File: config.mk
export PLATFORM = sky130hd
export DESIGN_NAME = cfq_ctrl
export DESIGN_NICKNAME = d
export VERILOG_FILES = /design/src/design/cfq_pkg.sv /design/src/design/cfq_ctrl.sv
export SDC_FILE = /design/constraint.sdc
export NUM_CORES = 1
export LEC_CHECK = 0
export BUFFER_PORTS_ARGS = -buffer_cell sky130_fd_sc_hd__buf_4
export CAP_MARGIN = 20
export CELL_PAD_IN_SITES_DETAIL_PLACEMENT = 1
export CELL_PAD_IN_SITES_GLOBAL_PLACEMENT = 1
export CORE_AREA = 4 4 41 43
export CTS_BUF_LIST = sky130_fd_sc_hd__clkbuf_2
export CTS_CLUSTER_SIZE = 25
export DETAILED_ROUTE_END_ITERATION = 8
export DIE_AREA = 0 0 45 47
export PLACE_DENSITY_LB_ADDON = 0.12
export SYNTH_ARGS = -nofsm -noshare
export SYNTH_HDL_FRONTEND = slang
export SYNTH_SLANG_ARGS = --single-unit
export TNS_END_PERCENT = 5
File: constraint.sdc
create_clock -name aclk -period 1.2 [get_ports aclk]
set_clock_uncertainty 0.05 [all_clocks]
set_input_delay 0.06 -clock aclk [delete_from_list [all_inputs] [get_ports aclk]]
set_output_delay 0.06 -clock aclk [all_outputs]
set_load 0.02 [all_outputs]
File: src/design/cfq_pkg.sv
`default_nettype none

package cfq_pkg;

    // fixed field widths
    localparam int CAP_W  = 11;
    localparam int VAL_W  = 32;
    localparam int KIND_W = 2;

    // operation codes; any other code is a status query
    localparam logic [KIND_W-1:0] KIND_ENQ   = 2'd0;
    localparam logic [KIND_W-1:0] KIND_DEQ   = 2'd1;
    localparam logic [KIND_W-1:0] KIND_QUERY = 2'd2;

    // controller to datapath commands
    typedef struct packed {
        logic update;   // perform operation of accepted request
        logic read;     // read front/rear entries
        logic load;     // load result register
    } cmd_t;

endpackage

`default_nettype wire

File: src/design/cfq_ctrl.sv
`default_nettype none

module cfq_ctrl (
    input  wire              aclk,
    input  wire              aresetn,
    input  wire              s_valid,
    output logic             s_ready,
    output logic             m_valid,
    input  wire              m_ready,
    output cfq_pkg::cmd_t    cmd
);

    typedef enum logic [2:0] {
        ST_IDLE = 3'b001,
        ST_READ = 3'b010,
        ST_LOAD = 3'b100
    } state_t;

    state_t state_reg, state_next;
    logic   m_valid_reg, m_valid_next;

    always_comb begin
        state_next = state_reg;
        s_ready    = 1'b0;
        cmd        = '0;
        case (state_reg)
            ST_IDLE: begin
                s_ready = 1'b1;
                if (s_valid) begin
                    cmd.update = 1'b1;
                    state_next = ST_READ;
                end
            end
            ST_READ: begin
                cmd.read   = 1'b1;
                state_next = ST_LOAD;
            end
            ST_LOAD: begin
                // wait for result register to free up
                if (!m_valid_reg || m_ready) begin
                    cmd.load   = 1'b1;
                    state_next = ST_IDLE;
                end
            end
            default: begin
                state_next = ST_IDLE;
            end
        endcase
    end

    always_comb begin
        m_valid_next = m_valid_reg;
        if (cmd.load) begin
            m_valid_next = 1'b1;
        end else if (m_ready) begin
            m_valid_next = 1'b0;
        end
    end

    always_ff @(posedge aclk) begin
        if (!aresetn) begin
            state_reg   <= ST_IDLE;
            m_valid_reg <= 1'b0;
        end else begin
            state_reg   <= state_next;
            m_valid_reg <= m_valid_next;
        end
    end

    assign m_valid = m_valid_reg;

    a_accept_to_read: assert property (@(posedge aclk) disable iff (!aresetn)
        (s_valid && s_ready) |=> (state_reg == ST_READ))
        else $error("accepted request did not move to read");

    a_read_to_load: assert property (@(posedge aclk) disable iff (!aresetn)
        (state_reg == ST_READ) |=> (state_reg == ST_LOAD))
        else $error("read state did not move to load");

endmodule

`default_nettype wire

==> impl_results.md <==
* Die extent in x at 45 um
* Routed vias/inst at 3.91
* Initial antenna violation count at 0
* Multiplexer area fraction after synthesis at 0%
* Adder-Cell Fraction of Synth Area at 0%
* Post-cts hold buffer count at 0
* WS Path Type: flop to output port
* Remaining global-route overflow at 0
* Num CTS Buffers at 3
* #FFs+latches synth at 4
* Max VDD drop at 0.296 mV
* Routed WL at 501 um
* Gpl congestion at 0.674
* Hold WS at between 0.015 and 0.02 ns
* Die area at 2120 um^2
* Critical Path End Type: output port
* Hold Vio Cnt, Final at 0
* DR DRC count at 0
* CTS Root Cell: clkbuf_2
* Worst-Margin Slew at 0.256 ns
* Clock sinks at 4
* Final worst-path cycle share at 98.2%
* Average wire per standard cell at 10.9 um
* Compound-Gate Fraction of Synth Area at around an eighth
* H-tree lvl count at 1
* Share of the synthesized area in the top cell type at 40.0%
* Layout cells sized above 1 at between 70% and 80%
* Min Tclk post-route at 1.18 ns
* Worst R2R Setup Slack at 0.19 ns
* I/O pin total at 9
* Max_cap viols at 0
* Hold crit path type: primary input to flop
* DRT Pass-1 Iters at 2
* Slew margin rel. at 82.9%
* CP startpoint kind: flop
* Cells after Synth at 20
* Finish-stage setup viols at 0
* Starting Density at between 10% and 20%
* Area contributors post-synth: dfxtp_1 (40%), nor2b_1 (16%), buf_4 (7.5%)
* PortBufs at 8
* Vias in the first global route at 189
* Total Power at between 0.3 and 0.4 mW
* Required time worst endpoint at approximately 1.1 ns
* Syn avg cell area at 10.0 um^2
* Sequential area share after synthesis at 40.0%
* Yosys Warn Count at 0
* Commonest non-fill, non-tap cell in the layout: buf_4
* Commonest non-fill, non-tap cells in the layout: buf_4 (10), nor2b_1 (3), clkbuf_2 (3), dfxtp_4 (3), nor3b_4 (2)
* Synth area leader: dfxtp_1
* CTS tree: built
* Main combinational cell family by area after synthesis: simple AND/OR/NAND/NOR gates
* Fmax achieved at ~850 MHz
* Placed instance count at 41
* Chip Height at 47 um
* Final #Nets at 37
* Slew Limit Fails at 0
* Via Count at 180
* Data arrival, critical path at 1.07 ns
* DR iter-0 viols at 3
* Largest register FFs at 3
* CTS max path bufs at 2
* Largest net degree at the start of global routing at 5
* Unrepaired setup endpoints after global routing: yes
* Antenna Nets Post-Route at 0
* Setup tns final at 0 ns
* Inserted Diodes at 0
* Synthesis-to-layout area growth at 66.2%
* Row count at 13
* Placeable Area at 1300 um^2
* First-pass GRT wire length at 800 um
* Pwr/cell area at 1010 nW/um^2
* CP Max Fanout at 4
* Synth Area in XOR/XNOR at 0%
* Clk slew on worst S/H paths at 0.04 ns
* Synth cell types at 11
* Final cell count without fillers at 46
* Status: completed
* Post-Syn Nets at 24
* Post-Syn Area at 200 um^2
* Gr usage total at under 10%
* Clk Latency, worst-skew pair at 0.20 ns
* Simple logic cell fraction of the synthesized area at 40.0%
* Leakage power at 0.143 nW
-- timing repair --
action	4_1_cts	5_1_grt
hold endpoints to repair	0	0
gates resized for setup	10	1
setup endpoints to repair	3	3
pin swaps	0	0
buffers inserted	0	2
-- through the flow --
step / area [um^2] / setup WS, ns / util (%)
final: 333 / 0.0212 / 25.6
after global routing: 333 / -0.0401 / 25.6
after CTS: 315 / -0.0477 / 24.2
after detailed placement: 270 / 0.0776 / 20.8
after global placement: 270 / 0.0538 / 20.8
after floorplan: 206 / 0.0555 / -
-- power by group --
part	switching [mW]	total [mW]	internal (mW)	leakage (nW)
Clock	0.0512	0.118	0.0672	0.0125
Combinational	0.0285	0.0715	0.0430	0.0960
Sequential	0.00953	0.146	0.136	0.0342
-- kinds of logic (layout without fill, tap and decap cells) --
| group | Yosys count | after routing |
|---|---|---|
| buffers and inverters | 2 | 13 |
| AO/OA/AOI/OAI | 3 | 3 |
| AND/OR/NAND/NOR | 11 | 11 |
| flip-flops | 4 | 4 |
-- per-layer routing --
metal	vias up	wire (um)	track usage [%]
met1	82	193	5.88
met3	2	63	2.68
li1	88	-	-
met5	-	0	0
met2	8	234	7.91
met4	0	10	8.77
-- Yosys cell counts --
| cell | instances |
|---|---|
| o31ai_2 | 1 |
| and2_1 | 1 |
| and3_1 | 1 |
| buf_4 | 2 |
| dfxtp_1 | 4 |
| nor2b_1 | 5 |
| nor3b_1 | 2 |
| a21oi_1 | 1 |
| and2_4 | 1 |
| nor3b_2 | 1 |
| o21a_1 | 1 |
-- critical path, stage by stage (launching register included) --
cell	delay [ns]
dfxtp_4	0.37
nor3b_4	0.20
and2_4	0.17
buf_4	0.13
-- final timing paths --
kind | from | to | depth (start not counted)
setup / recovery | state_reg[0] | cmd[2] | 3
hold / removal | aresetn | state_reg[0] | 2
setup reg to reg | state_reg[1] | state_reg[0] | 3
hold reg to reg | state_reg[0] | state_reg[2] | 1
-- layout make-up --
cell class	count	area, um^2
Fill cell	160	968
Multi-Input combinational cell	14	133
Sequential cell	4	91.3
Timing Repair Buffer	10	75.1
Tap cell	15	18.8
Clock buffer	3	15.0
Power figures use the tool's default switching activity.
